[src/design/sidk_pkg.sv]
// Shared widths, types and register indexes for the softened inverse-distance kernel.
`timescale 1ns / 1ps
`default_nettype none
package sidk_pkg;
    localparam int COORD_W = 24;
    localparam int MAG_W   = 24;
    localparam int SQ_W    = 2 * MAG_W;
    localparam int SUM_W   = SQ_W + 2;
    localparam int ROOT_W  = SUM_W / 2;
    localparam int ETA_W   = 32;
    localparam int DEN_W   = ETA_W + 1;
    localparam int Q_W     = 32;
    localparam int REM_W   = DEN_W + 1;
    localparam int DIMS_W  = 2;
    localparam int NUM_COORDS = 3;

    typedef logic signed [COORD_W-1:0] coord_t;
    typedef logic [SQ_W-1:0]   sq_t;
    typedef logic [SUM_W-1:0]  sum_t;
    typedef logic [ROOT_W-1:0] root_t;
    typedef logic [ETA_W-1:0]  eta_t;
    typedef logic [DEN_W-1:0]  den_t;
    typedef logic [Q_W-1:0]    quot_t;
    typedef logic [DIMS_W-1:0] dims_t;

    typedef enum logic [1:0] {
        REG_SOFTENING = 2'd0,
        REG_DIMS      = 2'd1
    } reg_index_t;
endpackage
`default_nettype wire

[src/design/sidk_lane.sv]
// One coordinate lane: difference, magnitude and square of one dimension.
`timescale 1ns / 1ps
`default_nettype none
module sidk_lane (
    input  wire logic            clk,
    input  wire logic            adv,
    input  wire logic            lane_on,
    input  wire sidk_pkg::coord_t row_c,
    input  wire sidk_pkg::coord_t col_c,
    output sidk_pkg::sq_t        sq_reg
);
    import sidk_pkg::*;

    logic signed [COORD_W:0] diff;
    logic [MAG_W-1:0]        mag;
    sq_t                     sq_next;

    always_comb
    begin
        diff = {row_c[COORD_W-1], row_c} - {col_c[COORD_W-1], col_c};
        // |diff| never exceeds 2^24-1, so it fits the magnitude width
        mag  = diff[COORD_W] ? MAG_W'(-diff) : diff[MAG_W-1:0];
        sq_next = lane_on ? (SQ_W'(mag) * SQ_W'(mag)) : '0;
    end

    always_ff @(posedge clk)
    begin
        if (adv)
        begin
            sq_reg <= sq_next;
        end
    end
endmodule
`default_nettype wire

[config.mk]
export PLATFORM = sky130hd
export DESIGN_NAME = sidk_lane
export DESIGN_NICKNAME = d
export VERILOG_FILES = /design/src/design/sidk_pkg.sv /design/src/design/sidk_lane.sv
export SDC_FILE = /design/constraint.sdc
export NUM_CORES = 1
export LEC_CHECK = 0
export BUFFER_PORTS_ARGS = -buffer_cell sky130_fd_sc_hd__buf_2
export CAP_MARGIN = 20
export CORE_MARGIN = 10
export CORE_UTILIZATION = 33
export DETAILED_ROUTE_END_ITERATION = 8
export PLACE_DENSITY_LB_ADDON = 0.25
export SYNTH_ARGS = -nofsm -noshare
export SYNTH_HDL_FRONTEND = slang
export SYNTH_SLANG_ARGS = --single-unit
[constraint.sdc]
create_clock -name clk -period 13.8 [get_ports clk]
set_input_delay 3.45 -clock clk [delete_from_list [all_inputs] [get_ports clk]]
set_output_delay 3.45 -clock clk [all_outputs]
set_load 0.02 [all_outputs]
==> results.toml <==
[hold_path]
holdPathStages = 2
worstHoldStart = "adv"
hold_path_class = "in -> reg"
hold_end = "sq_reg[23]"

[setup_path]
critPathCaptureType = "flop"
slowest_stage = "fa_1"
path_common_cell = "fa_1"
cp_slowest_stage_delay_ns = 0.55
path_depth = 40
worstPathArrival_ns = 13.41
worstSetupPathType = "in -> reg"
crit_buf_inv = 9
critPathMaxFanout = 13
setup.worst_path.start_class = "input pin"
critical_path_required_ns = 13.89
crit_family = "adder cells"

[clock_network]
cts_tree = "done"
cts_hold_buf = 0
root_buffer = "clkbuf_16"
cts_buffers = 5
path_clk_slew_ns = 0.08
clock_sinks = 47
cts_buffer_depth = 2
h-tree-depth = 2

[finish]
antenna_cells = 0
drive_above_1_share = 0.1142
nets = 2908
final_common_cell = "inv_1"
fin_cells = 3007
fin_util = 0.3730
area_growth_pct = 11.47
final_cell_mix = "inv_1, fa_1, nor2_1, ha_1, nand2_1"
largest_reg_flops = 47
fillers = 5998

[drt]
via_count = 14280
avgRoutedWirePerCell_um = 17.69
via_per_inst = 4.750
drc = 0
wirelength_um = 53200
drtIter0Drc = 728
dr.pass1.iters = 5
ant_nets = 0

[floorplan]
core_region_area_mm2 = 0.05792
die_w_um = 262.3
core.rowCount = 88
start_util = 0.3346
die_h_um = 262.3
die-area_mm2 = 0.06882
ios = 99

[global_route]
grt_max_degree = 48
grt.total_usage = 0.1581
grt_pass1_wl_um = 87710
antenna_found_initial = 0
grt_pass1_vias = 16370
overflow = 0

[yosys]
ys_seq_area_frac = 0.07283
ys_types = 81
synthesis.area_mm2 = 0.01938
yosysTopAreaCellShare = 0.4370
syn_inst = 2102
synth_seq_cells = 47
synth_largest_area_cell = "fa_1"
synth_top_flop_cell = "edfxtp_1"
syn-num-nets = 2769
synth_edf_count = 47
synth_area_leaders = "fa_1, ha_1, inv_1"
ys_async_sr_fraction = 0
ys_warn_count = 0
syn_area_per_cell_um2 = 9.219

[placement]
dp.cells = 2997
hpwl_um = 47180
io_buffers = 97
place.gp.congestion = 0.9048
pre_cts_ws_ns = 0.03015

[timing]
period_minus_slack_ns = 13.32
maxSlewHeadroom = 0.5085
hold_ws_ns = 3.781
hold_viol_final = 0
slew_violations = 0
setup_slack_ns = 0.4794
finalCritPeriodShare = 0.9653
worstMarginPinSlew_ns = 0.7167
finalSetupViolCount = 0
fmax_mhz = 75.07

[run]
cap_violations = 0

[outcome]
status = "finished clean"
area by class of cell:
class	instances	area, um2	area share
Clock buffer	5	125.1	0.005792
Clock inverter	3	46.29	0.002143
Tap cell	765	957.2	0.04431
Inverter	553	2076	0.09610
Multi-Input combinational cell	1442	15720	0.7279
Timing Repair Buffer	192	1261	0.05839
Sequential cell	47	1411	0.06534
per-stage QoR:
stage / TNS [ns] / area, um2
finish: 0 / 21600
global route: -0.03575 / 21600
CTS: 0 / 21510
detailed placement: 0 / 21340
global placement: 0 / 21340
floorplan: 0 / 19380
worst max path at each step:
| stage | from | endpoint | slack, ns |
|---|---|---|---|
| 2_1_floorplan | row_c[0] | sq_reg[35] | 0.67 |
| 3_3_place_gp | row_c[0] | sq_reg[46] | 0.07 |
| 3_5_place_dp | row_c[0] | sq_reg[46] | 0.03 |
| 4_1_cts | row_c[0] | sq_reg[44] | 0.37 |
| 5_1_grt | row_c[0] | sq_reg[35] | -0.02 |
| 6_report | row_c[0] | sq_reg[35] | 0.48 |
synth_stat cells (4+ instances only):
cell type and number:
ha_1 193, a221o_1 5, clkbuf_1 40, inv_1 543, nand3_1 21, o211ai_1 12, xnor2_1 46, a21oi_1 52
nor2_1 221, nand2_1 142, a31oi_1 14, buf_2 17, xnor2_2 5, o21ai_0 40, or3_1 7, fa_1 423
nor2b_1 10, and4_1 4, or2_2 8, nand4_1 10, and3_1 12, inv_2 7, xor2_1 30, nand2b_1 19
edfxtp_1 47, nor4_1 5, and2_1 28, o31ai_1 4, a31o_2 4, o21bai_1 7, a21o_1 25, a211oi_1 5
nor3_1 10, o21a_1 11
kinds of logic after synthesis:
kind of cell,share of synthesized area
AND/OR/NAND/NOR,0.1203
adder cells (fa/ha/maj),0.5616
other,0.0001935
flip-flops,0.07283
XOR/XNOR,0.04249
buffers and inverters,0.1204
multiplexers,0.0005165
AO/OA/AOI/OAI,0.08168
per-layer routing:
layer  GRT usage  wire length, um  part of all wire
met1      0.1917            22310              0.42
met2      0.2894            27670              0.52
met3     0.01687             1810             0.034
met4     0.04565             1406             0.026
met5           0                0                 0
timing repair:
action | CTS | global route
buffers inserted | 0 | 2
resized for setup | 0 | 13
setup endpoints to repair | 0 | 8
Power is not shown: default switching activity piles up to over one toggle a cycle in this logic, so the estimate is an artifact.
