**src/design/sidk_pkg.sv**
```systemverilog
// Shared widths, types and register indexes for the softened inverse-distance kernel.
`timescale 1ns / 1ps
`default_nettype none
package sidk_pkg;
    localparam int COORD_W = 24;
    localparam int MAG_W   = 24;
    localparam int SQ_W    = 2 * MAG_W;
    localparam int SUM_W   = SQ_W + 2;
    localparam int ROOT_W  = SUM_W / 2;
    localparam int ETA_W   = 32;
    localparam int DEN_W   = ETA_W + 1;
    localparam int Q_W     = 32;
    localparam int REM_W   = DEN_W + 1;
    localparam int DIMS_W  = 2;
    localparam int NUM_COORDS = 3;

    typedef logic signed [COORD_W-1:0] coord_t;
    typedef logic [SQ_W-1:0]   sq_t;
    typedef logic [SUM_W-1:0]  sum_t;
    typedef logic [ROOT_W-1:0] root_t;
    typedef logic [ETA_W-1:0]  eta_t;
    typedef logic [DEN_W-1:0]  den_t;
    typedef logic [Q_W-1:0]    quot_t;
    typedef logic [DIMS_W-1:0] dims_t;

    typedef enum logic [1:0] {
        REG_SOFTENING = 2'd0,
        REG_DIMS      = 2'd1
    } reg_index_t;
endpackage
`default_nettype wire

```
**src/design/sidk_sqrt.sv**
```systemverilog
// Pipelined floor square root, one result bit per stage.
`timescale 1ns / 1ps
`default_nettype none
module sidk_sqrt (
    input  wire logic           clk,
    input  wire logic           rst_n,
    input  wire logic           adv,
    input  wire logic           in_vld,
    input  wire sidk_pkg::sum_t sum_in,
    output logic                out_vld,
    output sidk_pkg::root_t     root_out
);
    import sidk_pkg::*;

    logic [SUM_W:0] rem_reg  [0:ROOT_W];
    root_t          root_reg [0:ROOT_W];
    logic           vld_reg  [0:ROOT_W];

    assign rem_reg[0]  = {1'b0, sum_in};
    assign root_reg[0] = '0;
    assign vld_reg[0]  = in_vld;

    for (genvar s = 0; s < ROOT_W; s++)
    begin : g_stage
        localparam int B = ROOT_W - 1 - s;
        logic [SUM_W:0] trial;
        assign trial = ((SUM_W+1)'(root_reg[s]) << (B + 1))
                     | ((SUM_W+1)'(1) << (2 * B));

        always_ff @(posedge clk or negedge rst_n)
        begin
            if (!rst_n)
            begin
                vld_reg[s+1] <= 1'b0;
            end
            else if (adv)
            begin
                vld_reg[s+1] <= vld_reg[s];
            end
        end

        always_ff @(posedge clk)
        begin
            if (adv)
            begin
                if (rem_reg[s] >= trial)
                begin
                    rem_reg[s+1]  <= rem_reg[s] - trial;
                    root_reg[s+1] <= root_reg[s] | (ROOT_W'(1) << B);
                end
                else
                begin
                    rem_reg[s+1]  <= rem_reg[s];
                    root_reg[s+1] <= root_reg[s];
                end
            end
        end
    end

    assign out_vld  = vld_reg[ROOT_W];
    assign root_out = root_reg[ROOT_W];
endmodule
`default_nettype wire

```
**config.mk**
```make
export PLATFORM = sky130hd
export DESIGN_NAME = sidk_sqrt
export DESIGN_NICKNAME = d
export VERILOG_FILES = /design/src/design/sidk_pkg.sv /design/src/design/sidk_sqrt.sv
export SDC_FILE = /design/constraint.sdc
export NUM_CORES = 2
export LEC_CHECK = 0
export BUFFER_PORTS_ARGS = -buffer_cell sky130_fd_sc_hd__buf_2
export CORE_ASPECT_RATIO = 0.5
export CORE_MARGIN = 2
export CORE_UTILIZATION = 45
export CTS_BUF_LIST = sky130_fd_sc_hd__clkbuf_8
export CTS_CLUSTER_SIZE = 30
export DETAILED_ROUTE_END_ITERATION = 10
export HOLD_SLACK_MARGIN = 0.15
export PLACE_DENSITY = 0.59
export SETUP_SLACK_MARGIN = 0.02
export SKIP_LAST_GASP = 1
export SLEW_MARGIN = 40
export SYNTH_ARGS = -nofsm -noshare
export SYNTH_HDL_FRONTEND = slang
export SYNTH_SLANG_ARGS = --single-unit
```
**constraint.sdc**
```tcl
create_clock -name clk -period 4 [get_ports clk]
set_input_delay 1.2 -clock clk [delete_from_list [all_inputs] [get_ports clk]]
set_output_delay 1.2 -clock clk [all_outputs]
set_load 0.02 [all_outputs]
```
==> run metrics <==
largest net degree at the start of global routing=roughly 140; vias in the first global route=47300; Root Buffer=clkbuf_8; Placed Area=0.0785 mm^2; status=completed; HPWL Detailed=roughly 110 mm; CP bufs+invs=0; Max rail drop VDD=0.351 mV; synthesized flop and latch total=between 1500 and 2000; Crit. End Element=flop; Routed Antenna Nets=0; Pleak=roughly 31 nW; met1 GRT Util=roughly 19%; Netlist cell types=84; R2R depth=10; I/O pin cnt=80; worst path required time=around 4.6 ns; Pwr per Cell Area=slightly above 500 mW/mm^2; deepest clock path buffer count=4; core area=~0.16 mm^2; num rows=~110; fin. max-slew vios=0; worst r2r src=rem_reg[213]; Reg power frac=roughly 52%; post-synthesis instance total=5793; Initial Util=a little under half; most frequent cells in the layout=1549 x edfxtp_1, 498 x inv_1, 370 x nor2_1, 346 x ha_1, 345 x nand2_1; H-tree levels=4; area grow syn2layout=10.9%; max cap viols=0; slowest CP cell=or4b_2; Residual DRC=0; GR Util met2=33.3%; CP startpoint kind=flop; leading cell type in the layout, fill and taps excluded=edfxtp_1; Reg area=roughly 0.047 mm^2; Multi-input gate area=roughly 0.025 mm^2; period utilization=96.3%; pre-CTS setup slack=0.102 ns; sw frac=between 20% and 30%; Net Switching=around 12 mW; number of flops mapped to enable cells by yosys=~1500; syn_nets=around 6200; met3 usage=3.00%; max reg flops=about 1200; Placed Cells=8074; die width=579 um; TritonCTS clock tree=done; synthesized area=around 0.074 mm^2; first-pass GRT wire length=roughly 240 mm; Logic pwr share=between 10% and 20%; Internal=between 30 and 40 mW; r2r setup slk=about 0.15 ns; CP Max Fanout=4; crit path cell chain=ha_1 > o21a_1 > o22ai_1 > o211a_1 > o31ai_2 > a41oi_1 > o21ai_4 > or3b_2 > or4b_2 > xnor2_1; clock power share=about 28%; # clock sinks=1574; Worst Skew=between 0.1 and 0.15 ns; Final Hold Fails=0; Final Critical Period=between 3 and 4 ns; Fill cells=about 14000; Port-buffer cells=79; CP top delay family=compound AO/OA/AOI/OAI gates; Top FF cell, synth=edfxtp_1; CP Class=reg2reg; worst reg2reg path endpoint=rem_reg[190]; Fin Setup TNS=0 ns; final cell count without fillers=around 8500; total track usage=17.9%; via count=~45000; final WL=151 mm; setup ws final=~0.15 ns; Die Y-Extent=292 um; CP max stage delay=between 0.6 and 0.7 ns; Async SR Flop Fraction=around 1.6%; post-synthesis sequential area ratio=between 60% and 70%; layout cells sized above 1=approximately a tenth; Worst EP arrival=~4.5 ns; cts hold-fix bufs=0; via/cell ratio=approximately 5.3; FMAX=~260 MHz; Yosys warning count=0; clock-pin slew on the worst setup and hold paths=around 0.060 ns; relative slew slack=approximately 46%; detailed router's first-iteration violation count=around 2400; Hold/Removal Path Class=in2async; DIE AREA=~0.17 mm^2; WL per Instance=between 15 and 20 um; RSZ-0062 raised after global routing=false; global route total overflow=0; Tightest Pin Transition=between 0.7 and 0.8 ns; Pre-antenna DRT Iters=5; Skew-Pair Late Insertion Delay=between 0.9 and 1 ns; most used routing layer=met2; number of antenna violations at the first check in global routing=1; Post-Layout Inst Area=0.0826 mm^2; GPL Wtd Cong=around 0.94; TritonCTS Buffers=approximately 230; Final Setup Violations=0; final core occ=between 50% and 60%; layout net count=6515; syn avg cell area=12.9 um^2
[worst max-delay path by stage]
stage                              end          from  cells past startpoint  slack (ns)
after detailed placement  rem_reg[190]  rem_reg[213]                     10        0.10
after global routing      rem_reg[343]  rem_reg[397]                     10        0.03
after floorplan           rem_reg[190]  rem_reg[212]                     10        0.34
after CTS                 rem_reg[190]  rem_reg[213]                     10        0.06
final                     rem_reg[190]  rem_reg[213]                     10        0.15
after global placement    rem_reg[190]  rem_reg[213]                     10        0.13
[worst register-to-register path, stage by stage (launching register included)]
cell      delay [ns]
edfxtp_1        0.40
ha_1            0.37
o21a_1          0.15
o22ai_1         0.14
o211a_1         0.28
o31ai_2         0.40
a41oi_1         0.35
o21ai_4         0.23
or3b_2          0.47
or4b_2          0.66
xnor2_1         0.14
[final cells by class]
| type | count | area share, % |
|---|---|---|
| Timing Repair Buffer | 205 | 2.01 |
| Antenna cell | 1 | 0.00303 |
| Sequential cell | 1574 | 57.1 |
| Multi-Input combinational cell | 3682 | 30.7 |
| Clock buffer | 239 | 3.98 |
| Clock inverter | 164 | 0.988 |
| Tap cell | 2193 | 3.32 |
| Inverter | 420 | 1.91 |
[power groups by stage]
stage / logic (mW) / clock network (mW) / registers, mW
3_3_place_gp: 7.97 / 0 / 22.4
6_report: 8.21 / 11.9 / 22.1
2_1_floorplan: 5.88 / 0 / 21.9
4_1_cts: 8.18 / 12.4 / 22.1
5_1_grt: 9.16 / 13.1 / 22.4
3_5_place_dp: 8.14 / 0 / 22.5
[cell families after synthesis]
logic type                 Yosys count  share of synthesized area (%)
AOI/OAI and AO/OA                 1050                           8.84
other                                1                        0.00504
muxes                               91                           1.36
buffers and inverters              537                           2.73
adders and majority gates          346                           5.81
DFF                               1574                           63.3
and+or+nand+nor                   1649                           11.5
xor gates and xnor gates           545                           6.41
[cells in the mapped netlist (12+ instances only)]
cell type	instances	share of area, %
edfxtp_1	1549	62
inv_1	420	2.1
nor2_1	370	1.9
ha_1	346	5.8
nand2_1	345	1.7
a21oi_1	311	2.1
xnor2_1	275	3.2
xor2_1	270	3.2
o21ai_0	267	1.8
nor4_1	195	1.6
nor3_1	147	0.99
a21o_1	124	1.3
clkbuf_1	99	0.50
nand3_1	87	0.58
nand4_1	85	0.71
mux2_2	80	1.2
nand2b_1	69	0.58
o21a_1	69	0.70
or3_1	63	0.53
or4_1	53	0.53
nor2b_1	52	0.44
a31oi_1	38	0.32
o31ai_1	32	0.32
a211oi_1	31	0.31
dfrtp_1	25	0.84
nor4b_1	25	0.29
and3_1	24	0.20
o21bai_1	22	0.22
or2_2	22	0.18
nand3b_1	21	0.21
o211ai_1	19	0.19
and2_1	16	0.13
and4_1	16	0.19
a21boi_0	14	0.14
nor3b_1	13	0.13
nand4b_1	12	0.14
[metrics by stage]
step,power [mW],hold slack [ns]
4_1_cts,42.7,0.150
6_report,42.3,0.250
5_1_grt,44.6,0.198
2_1_floorplan,27.8,0.417
3_3_place_gp,30.4,0.430
3_5_place_dp,30.6,0.433
[layer usage]
layer | wire length (um) | vias to the layer above
met2 | 78600 | 1025
met5 | 0 | -
met1 | 59300 | 21300
met4 | 7480 | 0
li1 | - | 22400
met3 | 5490 | 404
[timing repair]
action	in CTS	in global routing
setup endpoints to repair	0	21
buffers inserted	0	0
resized for setup	0	5
Note: power is estimated with default switching activity, not from simulation.
