## src/design/sidk_pkg.sv

```systemverilog
// Shared widths, types and register indexes for the softened inverse-distance kernel.
`timescale 1ns / 1ps
`default_nettype none
package sidk_pkg;
    localparam int COORD_W = 24;
    localparam int MAG_W   = 24;
    localparam int SQ_W    = 2 * MAG_W;
    localparam int SUM_W   = SQ_W + 2;
    localparam int ROOT_W  = SUM_W / 2;
    localparam int ETA_W   = 32;
    localparam int DEN_W   = ETA_W + 1;
    localparam int Q_W     = 32;
    localparam int REM_W   = DEN_W + 1;
    localparam int DIMS_W  = 2;
    localparam int NUM_COORDS = 3;

    typedef logic signed [COORD_W-1:0] coord_t;
    typedef logic [SQ_W-1:0]   sq_t;
    typedef logic [SUM_W-1:0]  sum_t;
    typedef logic [ROOT_W-1:0] root_t;
    typedef logic [ETA_W-1:0]  eta_t;
    typedef logic [DEN_W-1:0]  den_t;
    typedef logic [Q_W-1:0]    quot_t;
    typedef logic [DIMS_W-1:0] dims_t;

    typedef enum logic [1:0] {
        REG_SOFTENING = 2'd0,
        REG_DIMS      = 2'd1
    } reg_index_t;
endpackage
`default_nettype wire

```

## src/design/sidk_recip.sv

```systemverilog
// Pipelined restoring divider for floor(2^32 / D), one quotient bit per stage.
`timescale 1ns / 1ps
`default_nettype none
module sidk_recip (
    input  wire logic           clk,
    input  wire logic           rst_n,
    input  wire logic           adv,
    input  wire logic           in_vld,
    input  wire sidk_pkg::den_t den_in,
    output logic                out_vld,
    output logic                out_sat,
    output sidk_pkg::quot_t     quot_out
);
    import sidk_pkg::*;

    logic [REM_W-1:0] rem_reg [0:Q_W];
    quot_t            q_reg   [0:Q_W];
    den_t             den_reg [0:Q_W];
    logic             sat_reg [0:Q_W];
    logic             vld_reg [0:Q_W];

    // top quotient bit already resolved: remainder 1, quotient bit 0 for D >= 2
    assign rem_reg[0] = REM_W'(1);
    assign q_reg[0]   = '0;
    assign den_reg[0] = den_in;
    assign sat_reg[0] = (den_in <= DEN_W'(1));
    assign vld_reg[0] = in_vld;

    for (genvar s = 0; s < Q_W; s++)
    begin : g_stage
        localparam int B = Q_W - 1 - s;
        logic [REM_W-1:0] shifted;
        assign shifted = rem_reg[s] << 1;

        always_ff @(posedge clk or negedge rst_n)
        begin
            if (!rst_n)
            begin
                vld_reg[s+1] <= 1'b0;
            end
            else if (adv)
            begin
                vld_reg[s+1] <= vld_reg[s];
            end
        end

        always_ff @(posedge clk)
        begin
            if (adv)
            begin
                den_reg[s+1] <= den_reg[s];
                sat_reg[s+1] <= sat_reg[s];
                if (shifted >= REM_W'(den_reg[s]))
                begin
                    rem_reg[s+1] <= shifted - REM_W'(den_reg[s]);
                    q_reg[s+1]   <= q_reg[s] | (Q_W'(1) << B);
                end
                else
                begin
                    rem_reg[s+1] <= shifted;
                    q_reg[s+1]   <= q_reg[s];
                end
            end
        end
    end

    assign out_vld  = vld_reg[Q_W];
    assign out_sat  = sat_reg[Q_W];
    assign quot_out = sat_reg[Q_W] ? '1 : q_reg[Q_W];
endmodule
`default_nettype wire

```

## config.mk

```make
export PLATFORM = sky130hd
export DESIGN_NAME = sidk_recip
export DESIGN_NICKNAME = d
export VERILOG_FILES = /design/src/design/sidk_pkg.sv /design/src/design/sidk_recip.sv
export SDC_FILE = /design/constraint.sdc
export NUM_CORES = 2
export LEC_CHECK = 0
export BUFFER_PORTS_ARGS = -buffer_cell sky130_fd_sc_hd__buf_2
export CORE_UTILIZATION = 60
export CTS_BUF_LIST = sky130_fd_sc_hd__clkbuf_4
export DETAILED_ROUTE_END_ITERATION = 10
export GPL_TIMING_DRIVEN = 0
export PLACE_DENSITY = 0.79
export SETUP_SLACK_MARGIN = 0.15
export SYNTH_ARGS = -nofsm -noshare
export SYNTH_HDL_FRONTEND = slang
export SYNTH_SLANG_ARGS = --single-unit
```

## constraint.sdc

```tcl
create_clock -name clk -period 3.15 [get_ports clk]
set_input_delay 0.1575 -clock clk [delete_from_list [all_inputs] [get_ports clk]]
set_output_delay 0.1575 -clock clk [all_outputs]
set_load 0.02 [all_outputs]
```

==> results.md <==
- The flow ran to the end, but the final reports show violations.
- The final reports fail on setup timing.
- The number of standard-cell rows in the floorplan is 181.
- After detailed routing, the average wire length per cell comes to 22.46 um.
- Port buffering added 70 buffers.
- For this run, the total global-route usage over all layers was measured as 30.77%.
- The path with the worst hold slack has its endpoint at q_reg[25].
- For this run, the leading register cell type out of synthesis is sky130_fd_sc_hd__edfxtp_1.
- The power density of the placed cells is 1109 nW/um^2.
- For the worst-skew pair, the clock arrives at the later sink with an insertion delay of 1.45 ns.
- Across the whole layout, storage elements account for 79060 sq um.
- The filler cell count in the final layout is 16223.
- The synthesized area per cell is 11.31 sq um.
- Static timing analysis puts the maximum clock frequency at 0.2798 GHz.
- Along the worst path, the maximum fanout reaches 10.
- The post-detailed-route via-to-cell ratio is 6.020.
- The arrival time at the worst endpoint is 4.74 ns.
- The worst setup path is captured at a flop.
- The fraction of layout instances using a drive strength above 1 is 25.11%.
- At the pin with the least slew margin, the transition time is 1.282 ns.
- The simple logic cell fraction of the synthesized area is 9.218%.
- The normalized max-slew margin is 13.86%.
- The slowest library cell on the worst path is sky130_fd_sc_hd__nor3_1.
- The largest net degree at the start of global routing is 194.
- The start point of the worst min-delay path is adv.
- The number of global-route vias before repair is 105521.
- Summing the areas of all fa, ha and maj instances in the mapped netlist gives 9.159% of the synthesized area.
- The terminus of the critical flop-to-flop path is g_stage[2].shifted[26].
- Summing every instance area after synthesis gives 146600 sq um.
- The number of levels the H-tree was split into is 6.
- The clock tree root driver cell is sky130_fd_sc_hd__clkbuf_4.
- The cell count after synthesis is 12957.
- The final hold violation count came to 0.
- CTS saw 2638 sinks.
- Yosys mapped a number of flops with a built-in enable equal to 2606.
- The final global-route overflow total is 0.
- The largest stage delay on the critical path is 1.07 ns.
- Once detailed placement completed, the half-perimeter wirelength came to 276100 um.
- The library cell used most frequently in the layout, excluding fill and tap cells, is sky130_fd_sc_hd__edfxtp_1.
- The final-report max-slew violation count was 0.
- After synthesis the netlist holds a flip-flop and latch count of 2638.
- Subtracting the final worst setup slack from the clock period gives 3.574 ns.
- The most used cell along the critical path is sky130_fd_sc_hd__dlygate4sd3_1.
- In the routed design, unresolved DRC markers number 0.
- Before antenna repair, the detailed router went through 8 iterations.
- Counting flops with an async set or reset pin after synthesis yields a share of 1.213%.
- The total core area is 243000 sq um.
- The count of placed standard cells including taps is 16244.
- The count of antenna-violating nets left after detailed routing is 0.
- The total power after layout is 199.0 mW.
- The synthesized netlist net count is 14049.
- For this block, the routed nets add up to 411200 um of wire.
- Setup slack on the worst reg-to-reg path comes out at -0.40 ns.
- After detailed placement, the total cell area comes to 152900 sq um.
- The final route contains 110190 vias.
- The die covers 246300 sq um.
- In the post-route analysis, the smallest setup slack over all paths is -0.4242 ns.
- The number of buffers on the longest clock path is 4.
- For this block, the initial DRC count from the detailed router was 10027.
- The worst voltage drop across the vdd grid is 0.7878 mV.
- The sequential cell area fraction in the yosys report is 53.93%.
- The initial antenna violation count is 11.
- The total CTS buffers is 692.
- The die is 496.3 um wide.
- Cells fill 73.85% of the core in the end.
- The top cell types in the final layout, fill and taps aside, are sky130_fd_sc_hd__edfxtp_1, sky130_fd_sc_hd__inv_1, sky130_fd_sc_hd__a21oi_1.
- Setup repair after global routing could not meet its margin everywhere.
- The tool flagged a number of max-cap violations equal to 0.
- The synthesized netlist devotes 14.97% of its cell area to compound gates.
- The count of non-filler cells in the finished layout is 18305.
- At the end of the flow, the number of nets in the layout was 15691.
- The floorplan step set the die height to 496.3 um.
- Yosys printed 0 warnings.
- The min-delay analysis places its worst path in the category in -> reg.
- The TritonCTS clock tree is done.
- The finished cells cover 179500 sq um.
- Timing analysis after detailed placement gives a worst setup slack of -1.636 ns.
- The first global-routing pass estimated 590500 um of wire.
- The multi-input combinational cells in the finished layout cover a total of 69740 sq um.
- Of the total synthesized cell area, the portion taken by XOR and XNOR cells is 5.013%.
- The combinational family with the most area after synthesis is compound AO/OA/AOI/OAI gates.
- Of the post-synthesis cell area, the part taken by muxes is 3.440%.
- For the final routed database, the setup TNS stands at -135.84 ns.
- The number of cells on the worst reg-to-reg path is 12.
- STA classifies the critical path startpoint as a primary input.
- The global placer's final weighted congestion is 0.9414.
- The critical path goes through dlygate4sd3_1 -> dlygate4sd3_1 -> buf_2 -> dlygate4sd3_1 -> nor4_1 -> nand4_1 -> nor3_1 -> clkbuf_1 -> nor2_1.
- The initial utilization of the core area, before any placement, comes to 60.32%.
- The post-route fraction of the period consumed by the critical path is 113.5%.
- The number of setup violations in the final report is 782.
- 71 I/O pins were placed.
- The required time at the endpoint of the critical path is 4.32 ns.
- The critical path in this run is classified as in -> reg.
- The unique cell type count in the Yosys netlist is 105.
- The worst setup path startpoint is den_in[19].
- Along the worst hold path, the cell count comes to 8.
- Relative to the synthesized area, the layout overhead comes to 22.43%.
- The clock input transition at the sequential cells of the worst setup and hold paths is 0.07 ns.
- Between clock sinks in the finished design, the worst skew comes to 0.1411 ns.
- The startpoint of the lowest-slack register-to-register path is den_reg[1024].
- Summed over all cells, the static leakage comes to 74.50 nW.
- On the final layout, the worst hold slack is 0.08831 ns.
## synthesized netlist by cell type (15+ instances only)
library cell,instances,area share [%]
sky130_fd_sc_hd__a21oi_1,1167,4.0
sky130_fd_sc_hd__fa_1,30,0.41
sky130_fd_sc_hd__ha_1,1025,8.7
sky130_fd_sc_hd__nor4_1,41,0.17
sky130_fd_sc_hd__nor2_1,834,2.1
sky130_fd_sc_hd__nor2b_1,152,0.65
sky130_fd_sc_hd__a211o_1,36,0.22
sky130_fd_sc_hd__a21boi_0,52,0.27
sky130_fd_sc_hd__a211oi_1,91,0.47
sky130_fd_sc_hd__clkbuf_1,268,0.69
sky130_fd_sc_hd__nor3_1,155,0.53
sky130_fd_sc_hd__edfxtp_1,2606,53
sky130_fd_sc_hd__buf_2,47,0.16
sky130_fd_sc_hd__o41ai_1,20,0.12
sky130_fd_sc_hd__a41oi_1,19,0.11
sky130_fd_sc_hd__o21ai_0,740,2.5
sky130_fd_sc_hd__or2_2,61,0.26
sky130_fd_sc_hd__and3_1,118,0.50
sky130_fd_sc_hd__buf_1,21,0.054
sky130_fd_sc_hd__and4_1,35,0.21
sky130_fd_sc_hd__xnor2_1,509,3.0
sky130_fd_sc_hd__a31oi_1,124,0.53
sky130_fd_sc_hd__or3_1,26,0.11
sky130_fd_sc_hd__nand3_1,186,0.64
sky130_fd_sc_hd__mux2_2,422,3.2
sky130_fd_sc_hd__a31o_2,15,0.090
sky130_fd_sc_hd__and2_1,65,0.28
sky130_fd_sc_hd__o2111ai_1,21,0.13
sky130_fd_sc_hd__a21o_1,580,3.0
sky130_fd_sc_hd__o21bai_1,122,0.62
sky130_fd_sc_hd__xor2_1,330,2.0
sky130_fd_sc_hd__mux2i_1,29,0.20
sky130_fd_sc_hd__o21a_1,140,0.72
sky130_fd_sc_hd__a221o_1,20,0.14
sky130_fd_sc_hd__o31a_1,29,0.17
sky130_fd_sc_hd__o211ai_1,59,0.30
sky130_fd_sc_hd__a2111oi_0,18,0.11
sky130_fd_sc_hd__nand2_1,804,2.1
sky130_fd_sc_hd__nand2b_1,128,0.55
sky130_fd_sc_hd__inv_1,1286,3.3
sky130_fd_sc_hd__dfrtp_1,32,0.55
sky130_fd_sc_hd__nand4_1,166,0.71
sky130_fd_sc_hd__o31ai_1,67,0.34
## layout make-up
cell class                 instances  area share (%)
antenna                           15         0.02092
buffer                           347           1.894
clock buffer                     934           3.907
clock inverter                   249          0.8987
inverter                        1286           2.694
multi-input combinational       8685           38.86
sequential                      2638           44.05
tap                             3202           2.233
timing repair buffer             949           5.436
## metal layers
metal	up-vias	track usage (%)	wire, um
li1	51314	-	-
met1	53255	39.47	166800
met2	4442	51.93	200900
met3	1175	4.965	26270
met4	4	12.68	17170
met5	-	0	25
## power by group
part / leakage (nW) / total [mW] / internal [mW] / switching [mW]
Combinational: 43.6 / 110 / 51.5 / 58.4
Sequential: 25.9 / 59.0 / 52.1 / 6.96
Clock: 5.05 / 30.1 / 15.4 / 14.7
## how the worst max path moves through the flow
stage               cells after the start  slack [ns]                     end
floorplan                              12       -0.14  g_stage[3].shifted[33]
global placement                        1      -37.00              q_reg[106]
detailed placement                     13       -1.64              q_reg[429]
CTS                                    13       -0.35  g_stage[3].shifted[29]
global route                           12       -0.49  g_stage[3].shifted[33]
finish                                  9       -0.42  g_stage[1].shifted[25]
## logic make-up after synthesis
group	Yosys count
compound gates	3492
xor+xnor	839
fa+ha+maj	1055
buf+inv	1635
flops	2638
mux	451
simple gates	2847
## repair_timing
action	in CTS	in global routing
cloned	15	67
hold endpoints to repair	535	115
setup buffers	221	413
resized for setup	838	1623
hold buffers	112	37
pin swaps	181	412
setup endpoints to repair	1623	1650
## critical path, delay by kind of cell
kind / cells / cell delay (ns)
buf+inv: 5 / 2.46
simple gates: 4 / 2.12
No activity file was read; power rests on OpenSTA's default activity.
